### src/hw/rtl/bba_ram.sv
// Generic single-write, single-read RAM with registered read data.
// No dependencies.
`timescale 1ns / 1ps
`default_nettype none

module bba_ram #(
  parameter int unsigned WIDTH = 32,
  parameter int unsigned DEPTH = 128,
  localparam int unsigned AW   = (DEPTH > 1) ? $clog2(DEPTH) : 1
) (
  input  wire logic             clk_i,
  input  wire logic             we_i,
  input  wire logic [AW-1:0]    waddr_i,
  input  wire logic [WIDTH-1:0] wdata_i,
  input  wire logic             re_i,
  input  wire logic [AW-1:0]    raddr_i,
  output logic      [WIDTH-1:0] rdata_o
);

  logic [WIDTH-1:0] mem_q [DEPTH];
  logic [WIDTH-1:0] rdata_q;

  // Write port
  always_ff @(posedge clk_i) begin
    if (we_i) begin
      mem_q[waddr_i] <= wdata_i;
    end
  end

  // Registered read port
  always_ff @(posedge clk_i) begin
    if (re_i) begin
      rdata_q <= mem_q[raddr_i];
    end
  end

  assign rdata_o = rdata_q;

endmodule

`default_nettype wire

### config.mk
export PLATFORM = sky130hd
export DESIGN_NAME = bba_ram
export DESIGN_NICKNAME = d
export VERILOG_FILES = /design/src/hw/rtl/bba_ram.sv
export SDC_FILE = /design/constraint.sdc
export NUM_CORES = 2
export LEC_CHECK = 0
export BUFFER_PORTS_ARGS = -buffer_cell sky130_fd_sc_hd__buf_2
export CAP_MARGIN = 15
export CORE_MARGIN = 3
export CORE_UTILIZATION = 35
export CTS_BUF_LIST = sky130_fd_sc_hd__clkbuf_16
export CTS_CLUSTER_DIAMETER = 30
export CTS_CLUSTER_SIZE = 40
export DETAILED_ROUTE_END_ITERATION = 8
export PLACE_DENSITY_LB_ADDON = 0.12
export SLEW_MARGIN = 0
export SYNTH_ARGS = -nofsm -noshare
export SYNTH_HDL_FRONTEND = slang
export SYNTH_SLANG_ARGS = --single-unit
### constraint.sdc
create_clock -name clk_i -period 3.2 [get_ports clk_i]
set_input_delay 0.16 -clock clk_i [delete_from_list [all_inputs] [get_ports clk_i]]
set_output_delay 0.16 -clock clk_i [all_outputs]
set_load 0.05 [all_outputs]
# Yosys cells after proc, flatten, opt, wreduce, memory -nomap -nowiden
# Memories as Yosys holds them, arrays and structs flattened. A register that Yosys moved wholly into a read port is not among the register bits.
# Cells that the tools add are included.
word_totals:
  reg_bits: 0
  latchBits: 0
  ramBits: 4096
  mem_bits_ro: 0
  input_bits: 49
  elab_cells: 3
  memories: 1
memory_table:
  columns: ["name", "depth", "word_bits", "rd", "rd_ports_with_merged_regs", "write_ports", "line_no", "rtl"]
  rows:
  - ["mem_q", 128, 32, 1, 1, 1, "20", "logic [WIDTH-1:0] mem_q [DEPTH];"]
op_classes:
  add_sub_neg: 0
  n_mul: 0
  div: 0
  n_lt_le_gt_ge: 0
  n_eq_ne: 0
  shift: 0
  n_mux: 2
  bitwise: 0
  reduce_logical: 0
ops:
  columns: ["cell", "n"]
  rows:
  - ["1-bit two-way mux", 2]

# Longest topological paths before layout
depth:
  ltp_word: 2
  depth_mapped: 8

# Least setup slack after synthesis
# Ideal clock, no wire load.
synth_path:
  path_type: "input to register"
  start: "input we_i"
  end: "memory mem_q[98][0] (enable)"
  t_arrival_ps: 2938
  t_required_ps: 2739
  path_slack_ps: -199
  stages: 3
  n_path_buf: 1
  cell_sequence: "clkbuf_1 nand4_1 nor3_1"
synth_between:
  elab_chain_len: 2
synth_lines:
  columns: ["item", "line_no", "rtl"]
  rows:
  - ["start, declared", "12", "input wire logic we_i,"]
  - ["1-bit two-way mux", "25", "if (we_i) begin"]
  - ["1-bit two-way mux (implied by the code)", "26", "mem_q[waddr_i] <= wdata_i;"]
  - ["end, declared", "20", null]
# Every way passes these cells.

# Worst setup path in the final report
layout_path:
  start: "input waddr_i[2]"
  end: "memory mem_q[64][13] (enable)"
layout_rtl:
  columns: ["item", "line_no", "rtl"]
  rows:
  - ["start, declared", "13", "input wire logic [AW-1:0] waddr_i,"]
# Straight into the memory's write port.

==> results.md <==
- Max-slew violations: 0
- Vias in the first global route: 79.5k
- Area contributors post-synth: edfxtp_1 (79%), mux4_2 (19%), clkbuf_1 (0.44%), nor2_1 (0.29%), buf_2 (0.25%)
- Final net count: 7283
- Type of origin of the critical path: primary input
- Largest net degree at the start of global routing: 129
- Clock Skew: 0.0886 ns
- Initial core utilization: 35.2%
- Routed wl met3: 30.9 mm
- Critical Path Max Stage Delay: 0.83 ns
- CTS tree: built
- Routed length per instance: 35.3 um
- Number of CTS-inserted buffers: 869
- Drt first-iter violations: 8896
- Final period utilization: 89.5%
- First-pass iteration count of the detailed router: 5
- Max Clock Freq: 349 MHz
- Top routing layer in use: met5
- Global-route wire length before repair: 672 mm
- Fillers: 36.8k
- Share of layout cells above drive strength 1: 44.3%
- Yosys top cell area share: 79.2%
- Slowest-stage cell, CP: dlygate4sd3_1
- Via count: 75.6k
- Max-cap violation count: 0
- Status: finished clean
- Cell area after placement: 172000 sq um
- H-tree levels: 6
- Register area share after synthesis: 79.2%
- Initial antenna violation count: 73
- Via density: 5.41
- Global route overflow: 0
- Ys Warns: 0
- CP most frequent cell: dlygate4sd3_1
- Maximum vdd drop: 539 uV
- Finished Cell Area: 203000 sq um
- Sink Count: 4128
- Req. time, crit path: 3.93 ns
- Critical path, cell by cell: dlygate4sd3_1 -> buf_2 -> nor2_1 -> dlygate4sd3_1 -> nand2_2 -> dlygate4sd3_1 -> nor2_4 -> dlygate4sd3_1
- Die width: 675 um
- Worst hold stages: 2
- RSZ-0062 raised after global routing: no
- Min-delay worst type: in2reg
- Met2 Wirelength: 249 mm
- Total GRT Usage: 21.7%
- Crit-path max FO: 10
- Routed metal-1 wire length: 201 mm
- Count of final setup violators: 0
- Leakage: 65.3 nW
- Fin Hold WS: 0.112 ns
- Clock Latency Late Sink: 1.08 ns
- Syn_area_per_cell: 26.1 sq um
- Final WL: 493 mm
- Setup Fix Bufs, Post-CTS: 0
- Cell area after synthesis: 157000 sq um
- Final Hold Fails: 0
- Core area: 445000 sq um
- Slew HR: 21.8%
- Mapped Cells: 5990
- Drt drc: 0
- Tmin final: 2.87 ns
- Reg2Reg Setup Slack: 0.38 ns
- Post-synth cell types: 16
- Crit path kind: in2reg
- CP arrival: 3.59 ns
- Clock-pin transition on the worst setup and hold timing paths: 0.05 ns
- Synth-to-layout area growth: 29.6%
- Dpl hpwl: 286 mm
- Clock buffer depth: 4
- DRT antenna net count: 0
- Ports: 81
- Type of element capturing the critical path: register
- Die Area: 455000 sq um
- I/O Buffers: 80
- Mapped Nets: 6039
- Number of synthesized register bits: 4128
- Placer Congestion: 0.781
- Die height: 675 um
- Power per cell area: 780 nW/um^2
- R2R depth: 4
- CTS root buf: clkbuf_16
- Worst Max-Slew Pin Slew: 1.17 ns
- Dominant cell type by area after synthesis: edfxtp_1
- Rows: 245
[path summary, 6_finish.rpt]
check                                    from             to
worst max register to register  mem_q[80][16]    rdata_o[16]
worst min-delay path               wdata_i[2]   mem_q[60][2]
worst min register to register  mem_q[50][12]    rdata_o[12]
worst max-delay path               waddr_i[2]  mem_q[64][13]
[cell usage after synthesis]
cell type / instances
buf_1: 50
buf_2: 79
buf_4: 3
buf_6: 2
clkbuf_1: 182
edfxtp_1: 4128
mux2_2: 32
mux4_2: 1344
nand2_1: 14
nand2b_1: 2
nand3_1: 12
nand4_1: 3
nor2_1: 122
nor2b_1: 7
nor3_1: 9
or3_1: 1
[cell families (layout without fill, tap and decap cells)]
| group | Yosys count | in the layout | share of synthesized area, % |
|---|---|---|---|
| buf+inv | 316 | 2318 | 0.837 |
| simple gates | 170 | 170 | 0.445 |
| other cells | 0 | 60 | 0 |
| mux | 1376 | 1376 | 19.6 |
| flops | 4128 | 4128 | 79.2 |
[critical path, delay by kind of cell]
family / cells / cell delay (ns)
buf+inv: 5 / 2.90
simple gates: 3 / 0.52
[what timing repair did]
item,CTS,global route
endpoints found under the setup margin,0,1
gates resized for setup,0,1
hold endpoints to repair,3892,0
hold buffers,48,0
[report_power, final]
part	leakage (nW)	switching (mW)	internal, mW
sequential	37.1	0.212	60.0
clock	14.9	29.7	61.4
combinational	13.3	4.26	2.72
[routing by layer]
layer | vias up | global-route usage [%]
li1 | 29500 | -
met4 | 18 | 6.04
met3 | 678 | 3.61
met5 | - | 0
met1 | 42500 | 29.2
met2 | 2910 | 36.4
[registers in the layout, indices dropped and copies added, names as in the netlist]
signal / count
mem_q: 4096
rdata_o: 32
[area by class of cell]
class / count / area, sq um / share of cell area, %
antenna: 60 / 150 / 0.0740
clock inverter: 755 / 8480 / 4.18
tap: 5928 / 7420 / 3.66
sequential: 4128 / 124000 / 61.1
timing repair buffer: 689 / 8660 / 4.27
clock buffer: 874 / 21900 / 10.8
multi-input combinational: 1546 / 32300 / 15.9
[layout by cell type (no fill, tap or decap), types with 2 or more instances in the layout]
master / netlist / final
diode_2: 0 / 60
edfxtp_1: 4128 / 4128
clkinv_16: 0 / 20
clkbuf_16: 0 / 874
nor2b_1: 7 / 7
clkinv_4: 0 / 49
clkinv_1: 0 / 152
buf_4: 3 / 323
clkinvlp_4: 0 / 108
nand2_1: 14 / 11
mux2_2: 32 / 31
clkinv_2: 0 / 134
nor2_4: 0 / 119
dlygate4sd3_1: 0 / 47
buf_12: 0 / 274
buf_2: 79 / 40
inv_1: 0 / 90
inv_6: 0 / 37
nand4_1: 3 / 3
nand3_2: 0 / 4
nand3_1: 12 / 8
nor2_1: 122 / 3
nor3_4: 0 / 6
bufinv_16: 0 / 147
nand2_2: 0 / 3
nand2b_1: 2 / 2
buf_8: 0 / 3
clkinv_8: 0 / 9
inv_16: 0 / 9
mux4_2: 1344 / 1344
nor3_2: 0 / 3
[through the flow]
| stage | utilization (%) | setup slack [ns] | TNS, ns | instances | power, mW |
|---|---|---|---|---|---|
| 2_1_floorplan | - | -0.199 | -17.91 | 5990 | 64.0 |
| 3_3_place_gp | 38.6 | -0.442 | -9.41 | 12200 | 68.1 |
| 3_5_place_dp | 38.6 | -0.446 | -9.41 | 12200 | 68.2 |
| 4_1_cts | 45.5 | 0.0138 | 0 | 13900 | 160 |
| 5_1_grt | 45.5 | 0.269 | 0 | 14000 | 163 |
| 6_report | 45.5 | 0.335 | 0 | 14000 | 158 |
Power figures use the tool's default switching activity.
