**config.mk**
```make
export PLATFORM = sky130hd
export DESIGN_NAME = bba_ctrl
export DESIGN_NICKNAME = d
export VERILOG_FILES = /design/src/hw/rtl/bba_pkg.sv /design/src/hw/rtl/bba_ctrl.sv
export SDC_FILE = /design/constraint.sdc
export NUM_CORES = 1
export LEC_CHECK = 0
export BUFFER_PORTS_ARGS = -buffer_cell sky130_fd_sc_hd__buf_4
export CAP_MARGIN = 20
export CORE_AREA = 4 4 41 43
export DETAILED_ROUTE_END_ITERATION = 6
export DIE_AREA = 0 0 45 47
export GPL_TIMING_DRIVEN = 0
export HOLD_SLACK_MARGIN = 0.05
export SLEW_MARGIN = 15
export SYNTH_ARGS = -nofsm -noshare
export SYNTH_HDL_FRONTEND = slang
export SYNTH_SLANG_ARGS = --single-unit
```
**constraint.sdc**
```tcl
create_clock -name clk_i -period 2.84 [get_ports clk_i]
set_clock_uncertainty 0.2 [all_clocks]
set_input_delay 0 -clock clk_i [delete_from_list [all_inputs] [get_ports clk_i]]
set_output_delay 0 -clock clk_i [all_outputs]
set_load 0.01 [all_outputs]
```
**src/hw/rtl/bba_pkg.sv**
```systemverilog
// Shared types, codes and constants of the block bitmap allocator.
// No dependencies; imported by every module of the block but bba_ram.
`timescale 1ns / 1ps
`default_nettype none

package bba_pkg;

  // Field and register widths
  localparam int unsigned CFG_W     = 13;
  localparam int unsigned CFG_IDX_W = 2;
  localparam int unsigned BLK_W     = 12;
  localparam int unsigned ST_W      = 3;

  // Bitmap word organization: 32 blocks per memory word
  localparam int unsigned WORD_W  = 32;
  localparam int unsigned WORD_SH = 5;

  // Width of block-number arithmetic (data start, limit up to 8191)
  localparam int unsigned CMP_W = 17;

  // Boot block, super block, one extra inode block and one extra bitmap block
  localparam int unsigned FIXED_META_BLOCKS = 2 + 1 + 1;

  // Parameter defaults
  localparam int unsigned MAX_BLOCKS_DEF       = 4096;
  localparam int unsigned BLOCK_BYTES_DEF      = 1024;
  localparam int unsigned INODES_PER_BLOCK_DEF = 16;

  // Register indexes and reset values
  localparam logic [CFG_IDX_W-1:0] REG_TOTAL_BLOCKS = 2'd0;
  localparam logic [CFG_IDX_W-1:0] REG_LOG_BLOCKS   = 2'd1;
  localparam logic [CFG_IDX_W-1:0] REG_INODE_COUNT  = 2'd2;

  localparam logic [CFG_W-1:0] TOTAL_BLOCKS_RST = 13'd1000;
  localparam logic [CFG_W-1:0] LOG_BLOCKS_RST   = 13'd30;
  localparam logic [CFG_W-1:0] INODE_COUNT_RST  = 13'd200;

  // Result status codes
  typedef enum logic [ST_W-1:0] {
    ST_OK           = 3'd0,
    ST_NO_SPACE     = 3'd1,
    ST_METADATA     = 3'd2,
    ST_RANGE        = 3'd3,
    ST_ALREADY_FREE = 3'd4
  } status_e;

  // Controller to datapath commands
  typedef struct packed {
    logic clear;
    logic load;
    logic div_step;
    logic decide;
    logic scan;
    logic free_chk;
  } bba_cmd_t;

  // Datapath to controller status
  typedef struct packed {
    logic clr_done;
    logic div_done;
    logic fin;
    logic is_free;
  } bba_sts_t;

endpackage

`default_nettype wire

```
**src/hw/rtl/bba_ctrl.sv**
```systemverilog
// Controller of the block bitmap allocator: sequences clear, divide, decide,
// scan and free steps. Depends on bba_pkg.
`timescale 1ns / 1ps
`default_nettype none

module bba_ctrl
  import bba_pkg::*;
(
  input  wire logic     clk_i,
  input  wire logic     rst_ni,
  input  wire logic     start_i,
  input  wire bba_sts_t sts_i,
  output bba_cmd_t      cmd_o,
  output logic          busy_o,
  output logic          done_o
);

  typedef enum logic [2:0] {
    S_CLEAR,
    S_IDLE,
    S_DIVIDE,
    S_DECIDE,
    S_SCAN,
    S_FREE
  } state_e;

  state_e state_q, state_d;
  logic   busy_q, busy_d;
  logic   done_q, done_d;

  // Next state and commands
  always_comb begin
    state_d = state_q;
    busy_d  = busy_q;
    done_d  = 1'b0;
    cmd_o   = '0;
    unique case (state_q)
      S_CLEAR: begin
        cmd_o.clear = 1'b1;
        if (sts_i.clr_done) begin
          state_d = S_IDLE;
          busy_d  = 1'b0;
        end
      end
      S_IDLE: begin
        if (start_i) begin
          cmd_o.load = 1'b1;
          state_d    = S_DIVIDE;
          busy_d     = 1'b1;
        end
      end
      S_DIVIDE: begin
        cmd_o.div_step = 1'b1;
        if (sts_i.div_done) begin
          state_d = S_DECIDE;
        end
      end
      S_DECIDE: begin
        cmd_o.decide = 1'b1;
        if (sts_i.fin) begin
          state_d = S_IDLE;
          busy_d  = 1'b0;
          done_d  = 1'b1;
        end else if (sts_i.is_free) begin
          state_d = S_FREE;
        end else begin
          state_d = S_SCAN;
        end
      end
      S_SCAN: begin
        cmd_o.scan = 1'b1;
        if (sts_i.fin) begin
          state_d = S_IDLE;
          busy_d  = 1'b0;
          done_d  = 1'b1;
        end
      end
      S_FREE: begin
        cmd_o.free_chk = 1'b1;
        state_d        = S_IDLE;
        busy_d         = 1'b0;
        done_d         = 1'b1;
      end
      default: begin
        state_d = S_CLEAR;
        busy_d  = 1'b1;
      end
    endcase
  end

  // Hold state and registered outputs
  always_ff @(posedge clk_i or negedge rst_ni) begin
    if (!rst_ni) begin
      state_q <= S_CLEAR;
      busy_q  <= 1'b1;
      done_q  <= 1'b0;
    end else begin
      state_q <= state_d;
      busy_q  <= busy_d;
      done_q  <= done_d;
    end
  end

  assign busy_o = busy_q;
  assign done_o = done_q;

endmodule

`default_nettype wire

```
Word-level counts from Yosys, hierarchy flattened
Index checks and enable logic that the tools add are counted.
{ "classes": {"reduce_logical": 4, "mux": 20, "n_bitwise": 1, "eq_ne": 10} }
{ "ops": {"columns": ["cell", "n"], "rows": [
  ["3-bit case mux with 6 select lines", 1],
  ["3-bit two-way mux", 5],
  ["1-bit two-way mux", 12],
  ["2-bit inequality test (second input constant)", 4],
  ["4-bit AND reduction", 2],
  ["3-bit by 2-bit == test with 1-bit output (second input constant)", 2],
  ["3-bit == test (second input constant)", 2],
  ["1-bit case mux with 5 select lines", 1],
  ["3-bit by 1-bit == test with 1-bit output (second input constant)", 1],
  ["3-bit logical NOT", 1],
  ["2-bit by 1-bit inequality test with 1-bit output (second input constant)", 1],
  ["1-bit case mux with 2 select lines", 1],
  ["2-bit OR reduction", 1],
  ["1-bit inverter", 1]
]} }
{ "totals": {"ff_bits": 5, "word_cells": 38} }

Logic depth before layout (Yosys ltp)
Gate-level depths: netlist of run 1.
{ "logic_depth": {"ltp_word": 4, "ltp_mapped": 4, "depth_no_buf": 3} }

Worst setup path after synthesis of run 1
OpenSTA, ideal clock, no wires.
{ "synth_timing": {"kind": "register to register", "start": "register state_q[1]", "end": "register state_q[0]", "arrival_ns": 1.005, "setup_slack_ns": 1.514, "n_path_buf": 0, "synth_period_minus_slack_ns": 1.326, "setup_ns": 0.120, "path_stages_with_launch": 4, "path_cell_list": "dfrtp_1 > nor4bb_2 > a31oi_1 > o211a_1"} }
{ "synth_via": {"elab_chain_cells": 3} }
{ "synth_lines": {"columns": ["element", "line_no", "rtl"], "rows": [
  ["start: declaration", "bba_ctrl.sv:27", "state_e state_q, state_d;"],
  ["start signal: assignment", "bba_ctrl.sv:98", "state_q <= state_d;"],
  ["3-bit by 2-bit == test with 1-bit output (tied with other cells)", "bba_ctrl.sv:37", "unique case (state_q)"],
  ["2-bit inequality test (no source line)", null, null],
  ["4-bit AND reduction (no source line)", null, null]
]} }
Parallel ways exist; a longest one is shown, timed or not.
A chain may end at the register's enable or synchronous reset.

Final worst setup path of run 1
{ "layout_timing": {"start": "register state_q[2]", "end": "register busy_q, in the netlist busy_o"} }
{ "layout_via": {"elab_chain_cells": 4} }
{ "layout_lines": {"columns": ["element", "line_no", "rtl"], "rows": [
  ["3-bit == test / 3-bit by 2-bit == test with 1-bit output (equally long branches)", "bba_ctrl.sv:37", null],
  ["2-bit OR reduction (no source line)", null, null],
  ["2-bit by 1-bit inequality test with 1-bit output (no source line)", null, null],
  ["4-bit AND reduction (no source line)", null, null],
  ["end signal: assignment", "bba_ctrl.sv:99", "busy_q <= busy_d;"],
  ["end: declaration", "bba_ctrl.sv:28", "logic busy_q, busy_d;"]
]} }
Parallel ways exist; a longest one is shown, timed or not.

==> run summary, run 1 <==
STA
--------------------------------------------------------------------------------------------------------
Max-Slew Margin vs Limit                                                                           78.6%
Number of setup violations in the final report                                                         0
Setup TNS                                                                                           0 ns
Slew at the pin closest to its max-slew limit                                                   0.316 ns
Timing-limited maximum frequency                                                                 433 MHz
Final period util                                                                                  81.3%
Worst path setup slack after routing                                                            0.532 ns
Crit path time final                                                                             2.31 ns
Final Hold Violating Endpoints                                                                         0
Unrepaired setup endpoints after global routing                                                       no
Final max-slew violation count                                                                         0
Worst hold-check slack                                                                          0.402 ns

CLOCK TREE
--------------------------------------------------------------------------------------------------------
Buffer levels on the longest clock path                                                                2
Number of buffers inserted to repair setup after CTS                                                   0
Clock latency of the later-clocked register in the worst-skew pair                               0.24 ns
Total of cells resized after clock tree synthesis                                                      0
Post-CTS clock slew at the launch and capture registers of the worst setup and hold paths        0.04 ns
CTS tree                                                                                             yes
Clock buffers created by TritonCTS                                                                     3
Sink count of the clock tree                                                                           5
CTS Hold Bufs                                                                                         10
Root Driver                                                                                 sky130_fd_sc_hd__clkbuf_4
H-tree depth reported by CTS                                                                           1

GLOBAL ROUTING
--------------------------------------------------------------------------------------------------------
Met1 Use GR                                                                                        11.9%
Number of global-route vias before repair                                                            362
Number of antenna violations at the first check in global routing                                      0
Global-route congestion overflow total                                                                 0
GR Layer Usage met3                                                                                6.90%
Overall routing resource usage                                                                     10.9%
Layer with the highest usage after global routing                                                   met2
Met2 Resource Use GR                                                                               16.4%
First-pass GRT wire length                                                                       1.55 mm
Pin count of the biggest net entering global routing                                                  11

PWR
--------------------------------------------------------------------------------------------------------
Power density over cell area                                                                 927 mW/mm^2
Static leakage power                                                                            0.300 nW
Worst-case vdd ir drop                                                                          0.468 mV
PnR Total Power                                                                                 0.563 mW

LOGIC SYNTHESIS
--------------------------------------------------------------------------------------------------------
Predominant post-synthesis flop cell                                                        sky130_fd_sc_hd__dfrtp_1
Post-synthesis cell count                                                                             39
Synth area leader                                                                           sky130_fd_sc_hd__dfrtp_1
Commonest cells post-synth                                                                  sky130_fd_sc_hd__nor2_1, sky130_fd_sc_hd__dfrtp_1, sky130_fd_sc_hd__o21ai_0
Count of different cell masters after synthesis                                                       23
Netlist area before placement                                                                  358 sq um
Seq/Total Area, Yosys                                                                              35.3%
Synth warnings                                                                                         0
Dominant cell by count in the synthesized netlist                                           sky130_fd_sc_hd__nor2_1
Average footprint of a synthesized cell                                                       9.18 sq um
Syn Nets                                                                                              46
Share of the synthesized area in the top cell type                                                 28.0%
Cell types with the largest area share after synthesis                                      sky130_fd_sc_hd__dfrtp_1, sky130_fd_sc_hd__dfstp_2, sky130_fd_sc_hd__nor2_1, sky130_fd_sc_hd__buf_6, sky130_fd_sc_hd__and3b_1
EDFF count, synth                                                                                      0
Share of flip-flops with an asynchronous set or reset after synthesis                               100%
FF+latch count, synth                                                                                  5

FLOORPLAN
--------------------------------------------------------------------------------------------------------
Height of the die                                                                             47 microns
Number of ports placed on the die boundary                                                            15
Die area                                                                                    0.00212 sq mm
Initial Util                                                                                       27.5%
Standard-cell rows                                                                                    13
Core Footprint                                                                              0.00130 sq mm
Die W                                                                                         45 microns

WORST SETUP PATH
--------------------------------------------------------------------------------------------------------
Data arrival, critical path                                                                      2.27 ns
Sort of element at the start of the critical path                                              flip-flop
Register-to-register setup slack                                                                 0.53 ns
Cell at the slowest stage of the critical path                                              sky130_fd_sc_hd__dlygate4sd3_1
Most Frequent Cell on Critical Path                                                         sky130_fd_sc_hd__dlygate4sd3_1
Biggest fanout along the worst timing path                                                            10
CP Cell Sequence                                                                            buf_6, nor2_1, a22oi_2, dlygate4sd3_1, a2bb2oi_2, dlygate4sd3_1
Start-to-end type of the worst setup path                                                   flip-flop to flip-flop
Largest stage delay on the critical path                                                         0.57 ns
Worst reg2reg path depth                                                                               6
Worst setup EP type                                                                            flip-flop
Worst path required time                                                                         2.80 ns

DRT
--------------------------------------------------------------------------------------------------------
Post-detailed-routing wire length                                                            881 microns
Via density per instance                                                                            4.77
Wirelength per Cell                                                                         10.7 microns
Remaining design rule violation count                                                                  0
First-pass iteration count of the detailed router                                                      3
Total via count after detailed routing                                                               391
Number of DRC markers in iteration 0                                                                   7
Number of routed nets with antenna violations                                                          0

LAYOUT
--------------------------------------------------------------------------------------------------------
Antenna cells                                                                                          0
Relative area change from synthesis to final layout                                                69.9%
Filler cell count                                                                                    138
Fraction of final layout cells sized beyond drive strength 1                                       37.3%
Nets                                                                                                  75

MIN PATH
--------------------------------------------------------------------------------------------------------
Depth of the worst hold-timing path                                                                    4
Hold/Removal Path Class                                                                     input port to flip-flop

PLACED DESIGN
--------------------------------------------------------------------------------------------------------
Dpl hpwl                                                                                     616 microns
Port bufs                                                                                             14
Pre-CTS setup slack                                                                              1.53 ns
Final GP Congestion                                                                                0.707

STATUS
--------------------------------------------------------------------------------------------------------
Outcome                                                                                     complete, no violations

FLOW RUN
--------------------------------------------------------------------------------------------------------
Reported max-cap violation count                                                                       0

[sequential cells by signal, indices dropped and copies added, names as in the netlist]
signal and cells:
busy_o 1, done_o 1, state_q 3
[report_power, final]
group	switching, mW	internal (mW)	leakage, nW	total, mW
clock network	0.0279	0.0530	0.0150	0.0809
logic	0.148	0.201	0.224	0.349
registers	0.0262	0.107	0.0614	0.133
[final cells by class]
cell class                      instances  area (sq um)  area share [%]
Timing Repair Buffer                   24           205            33.7
Buffer                                  3          30.0            4.94
Multi-Input combinational cell         29           194            31.9
Clock buffer                            4          26.3            4.32
Sequential cell                         5           126            20.8
Tap cell                               15          18.8            3.09
Inverter                                2          7.51            1.23
[cells in the final DEF, fill, tap and decap left out, drive strengths merged]
cell	synthesis	routed
nor4bb	1	1
a21o	1	1
o21ai	4	4
nand2b	1	1
dfrtp	4	4
buf	3	17
o21ba	1	1
o211a	1	1
a22oi	1	1
dfstp	1	1
nor3	2	2
clkbuf	0	4
a21oi	2	2
nor2	7	7
inv	2	2
nand2	2	2
a31oi	1	1
dlygate4sd3	0	10
nor3b	1	1
a2bb2oi	1	1
nor2b	1	1
and3b	2	2
[path summary, 6_finish.rpt]
| kind | to | from |
|---|---|---|
| max in group asynchronous | state_q[0]$_DFFE_PN0P_ | rst_ni |
| worst min-delay path | done_o$_DFF_PN0_ | sts_i[1] |
| min in group asynchronous | busy_o$_DFFE_PN1P_ | rst_ni |
| worst max register to register | busy_o$_DFFE_PN1P_ | state_q[2]$_DFFE_PN0P_ |
| worst min register to register | state_q[1]$_DFFE_PN0P_ | state_q[2]$_DFFE_PN0P_ |
| worst max-delay path | busy_o$_DFFE_PN1P_ | state_q[2]$_DFFE_PN0P_ |
[kinds of logic after synthesis]
| logic type | Yosys count | synth area share [%] |
|---|---|---|
| AO/OA/AOI/OAI | 12 | 25.5 |
| flip-flops | 5 | 35.3 |
| AND/OR/NAND/NOR | 17 | 28.7 |
| buffers and inverters | 5 | 10.5 |
[layer usage]
layer	vias to the layer above	wire length [microns]	share of wire (%)
li1	194	-	-
met1	180	383	43
met2	15	434	49
met3	2	50	5.7
met4	0	12	1.4
met5	-	0	0
[worst max-delay path, delay by kind of cell (launching register included)]
family,cells,cell delay (ns)
AO/OA/AOI/OAI,2,0.20
buffers and inverters,3,1.29
flip-flops,1,0.42
AND/OR/NAND/NOR,1,0.12
[metrics by stage]
step | util [%] | instances | instance area, sq um
3_5_place_dp | 37.0 | 68 | 482
4_1_cts | 46.7 | 82 | 608
5_1_grt | 46.7 | 82 | 608
3_3_place_gp | 37.0 | 68 | 482
2_1_floorplan | - | 39 | 358
6_report | 46.7 | 82 | 608
Note: power is estimated with default switching activity, not from simulation.
==> run 2: changes to the inputs <==
clock period = 2.12 ns   (was 2.84 ns; I/O delays follow)
==> run 2 against run 1 <==
  * Clock-buffer cell count is the same
  * Via count shrank 1.3%
  * Maximum frequency increased by 23%
  * Hold slack better by 0.0019 ns
  * Cell count fell by 1.2%
  * Total power is 29% higher
  * Die area stayed put
  * Core utilization decreased by 0.77 points
  * Largest power group unchanged
==> run summary, run 2 (same netlist as run 1, synthesis figures left out) <==
DRT
--------------------------------------------------------------------------------------------------------
Total via count after detailed routing                                                               386
Number of routed nets with antenna violations                                                          0
First-pass iteration count of the detailed router                                                      4
Remaining design rule violation count                                                                  0
Wirelength per Cell                                                                         10.7 microns
Post-detailed-routing wire length                                                            863 microns
Number of DRC markers in iteration 0                                                                   1
Via density per instance                                                                            4.77

STA
--------------------------------------------------------------------------------------------------------
Final max-slew violation count                                                                         0
Max-Slew Margin vs Limit                                                                           79.2%
Final Hold Violating Endpoints                                                                         0
Final period util                                                                                  88.5%
Setup TNS                                                                                           0 ns
Crit path time final                                                                             1.88 ns
Timing-limited maximum frequency                                                                 533 MHz
Number of setup violations in the final report                                                         0
Slew at the pin closest to its max-slew limit                                                   0.308 ns
Unrepaired setup endpoints after global routing                                                       no

GLOBAL ROUTING
--------------------------------------------------------------------------------------------------------
Global-route congestion overflow total                                                                 0
First-pass GRT wire length                                                                       1.47 mm
Overall routing resource usage                                                                     10.3%
Number of global-route vias before repair                                                            351
Pin count of the biggest net entering global routing                                                  11
Number of antenna violations at the first check in global routing                                      0

PWR
--------------------------------------------------------------------------------------------------------
Power density over cell area                                                                1220 mW/mm^2
Static leakage power                                                                            0.296 nW
PnR Total Power                                                                                 0.728 mW
Worst-case vdd ir drop                                                                          0.626 mV

CLOCK TREE
--------------------------------------------------------------------------------------------------------
Total of cells resized after clock tree synthesis                                                      0
H-tree depth reported by CTS                                                                           1
Clock latency of the later-clocked register in the worst-skew pair                               0.24 ns
Sink count of the clock tree                                                                           5
Number of buffers inserted to repair setup after CTS                                                   0
Root Driver                                                                                 sky130_fd_sc_hd__clkbuf_4
Post-CTS clock slew at the launch and capture registers of the worst setup and hold paths        0.04 ns
Clock buffers created by TritonCTS                                                                     3
Buffer levels on the longest clock path                                                                2
CTS tree                                                                                             yes

LAYOUT
--------------------------------------------------------------------------------------------------------
Antenna cells                                                                                          0
Fraction of final layout cells sized beyond drive strength 1                                       37.9%
Register with the highest flop count                                                             state_q
Commonest cells after routing, fill and taps aside                                          sky130_fd_sc_hd__buf_4, sky130_fd_sc_hd__dlygate4sd3_1, sky130_fd_sc_hd__nor2_1, sky130_fd_sc_hd__dfrtp_1
Most common cell after layout, fill and taps aside                                          sky130_fd_sc_hd__buf_4
Nets                                                                                                  74
Post-layout instance area                                                                      598 sq um
Relative area change from synthesis to final layout                                                67.1%
Flip-flop count of the largest register, all copies and words added                                    3

PLACED DESIGN
--------------------------------------------------------------------------------------------------------
Dpl hpwl                                                                                     616 microns
Total placed instance area                                                                     482 sq um
Port bufs                                                                                             14
Final GP Congestion                                                                                0.707

FLOORPLAN
--------------------------------------------------------------------------------------------------------
Height of the die                                                                             47 microns
Die W                                                                                         45 microns
Standard-cell rows                                                                                    13
Number of ports placed on the die boundary                                                            15
Die area                                                                                    0.00212 sq mm
Initial Util                                                                                       27.5%
Core Footprint                                                                              0.00130 sq mm

WORST SETUP PATH
--------------------------------------------------------------------------------------------------------
Register-to-register setup slack                                                                 0.24 ns
Biggest fanout along the worst timing path                                                            10
Worst setup EP type                                                                            flip-flop
Sort of element at the start of the critical path                                              flip-flop
Start-to-end type of the worst setup path                                                   flip-flop to flip-flop
Data arrival, critical path                                                                      1.79 ns
Worst path required time                                                                         2.03 ns

STATUS
--------------------------------------------------------------------------------------------------------
Outcome                                                                                     complete, no violations

MIN PATH
--------------------------------------------------------------------------------------------------------
Hold/Removal Path Class                                                                     input port to flip-flop

FLOW RUN
--------------------------------------------------------------------------------------------------------
Reported max-cap violation count                                                                       0

-- run 2: cell types whose count changed in the layout (fill, tap and decap cells not counted) --
cell and change:
sky130_fd_sc_hd__dlygate4sd3_1 -1
-- run 2: cell type report --
cell class	instances	area, sq um
inverters	2	7.51
repair buffers	23	195
fillers	140	703
clock buffers	4	26.3
plain buffers	3	30.0
flip-flops and latches	5	126
well taps	15	18.8
multi-input cells	29	194
-- run 2: worst paths after layout --
path                       depth (start not counted)                    from                     end
min reg2reg                                        3      busy_o$_DFFE_PN1P_      busy_o$_DFFE_PN1P_
max in group asynchronous                          4                  rst_ni  state_q[0]$_DFFE_PN0P_
min in group asynchronous                          3                  rst_ni      busy_o$_DFFE_PN1P_
max                                                5  state_q[1]$_DFFE_PN0P_  state_q[0]$_DFFE_PN0P_
max reg2reg                                        5  state_q[1]$_DFFE_PN0P_  state_q[0]$_DFFE_PN0P_
min                                                4                sts_i[1]        done_o$_DFF_PN0_
-- run 2: report_power, final --
group / internal [mW] / switching, mW
sequential: 0.144 / 0.0351
clock: 0.0710 / 0.0373
combinational: 0.248 / 0.192
-- run 2: repair_timing --
item                                   CTS  global route
endpoints found under the hold margin   10             0
hold buffers                             9             0
setup endpoints to repair                0             0
-- run 2: through the flow --
step / worst slack [ns] / std cells / hold slack [ns] / util (%)
2_1_floorplan: 0.794 / 39 / -0.496 / -
3_3_place_gp: 0.815 / 68 / -0.395 / 37.0
3_5_place_dp: 0.814 / 68 / -0.395 / 37.0
4_1_cts: 0.256 / 81 / 0.391 / 46.0
5_1_grt: 0.166 / 81 / 0.418 / 46.0
6_report: 0.243 / 81 / 0.403 / 46.0
-- run 2: layer usage --
| metal | share of wire (%) | track usage [%] |
|---|---|---|
| met1 | 44 | 11.2 |
| met2 | 49 | 15.3 |
| met3 | 5.8 | 6.90 |
| met4 | 1.4 | 5.26 |
| met5 | 0 | 0 |
-- run 2: worst max-delay path, cell delays in order (launching register included) --
cell and delay [ns]:
sky130_fd_sc_hd__dfrtp_1 0.41, sky130_fd_sc_hd__buf_6 0.16, sky130_fd_sc_hd__nor3_2 0.16, sky130_fd_sc_hd__a21oi_1 0.05
sky130_fd_sc_hd__o211a_1 0.20, sky130_fd_sc_hd__dlygate4sd3_1 0.56
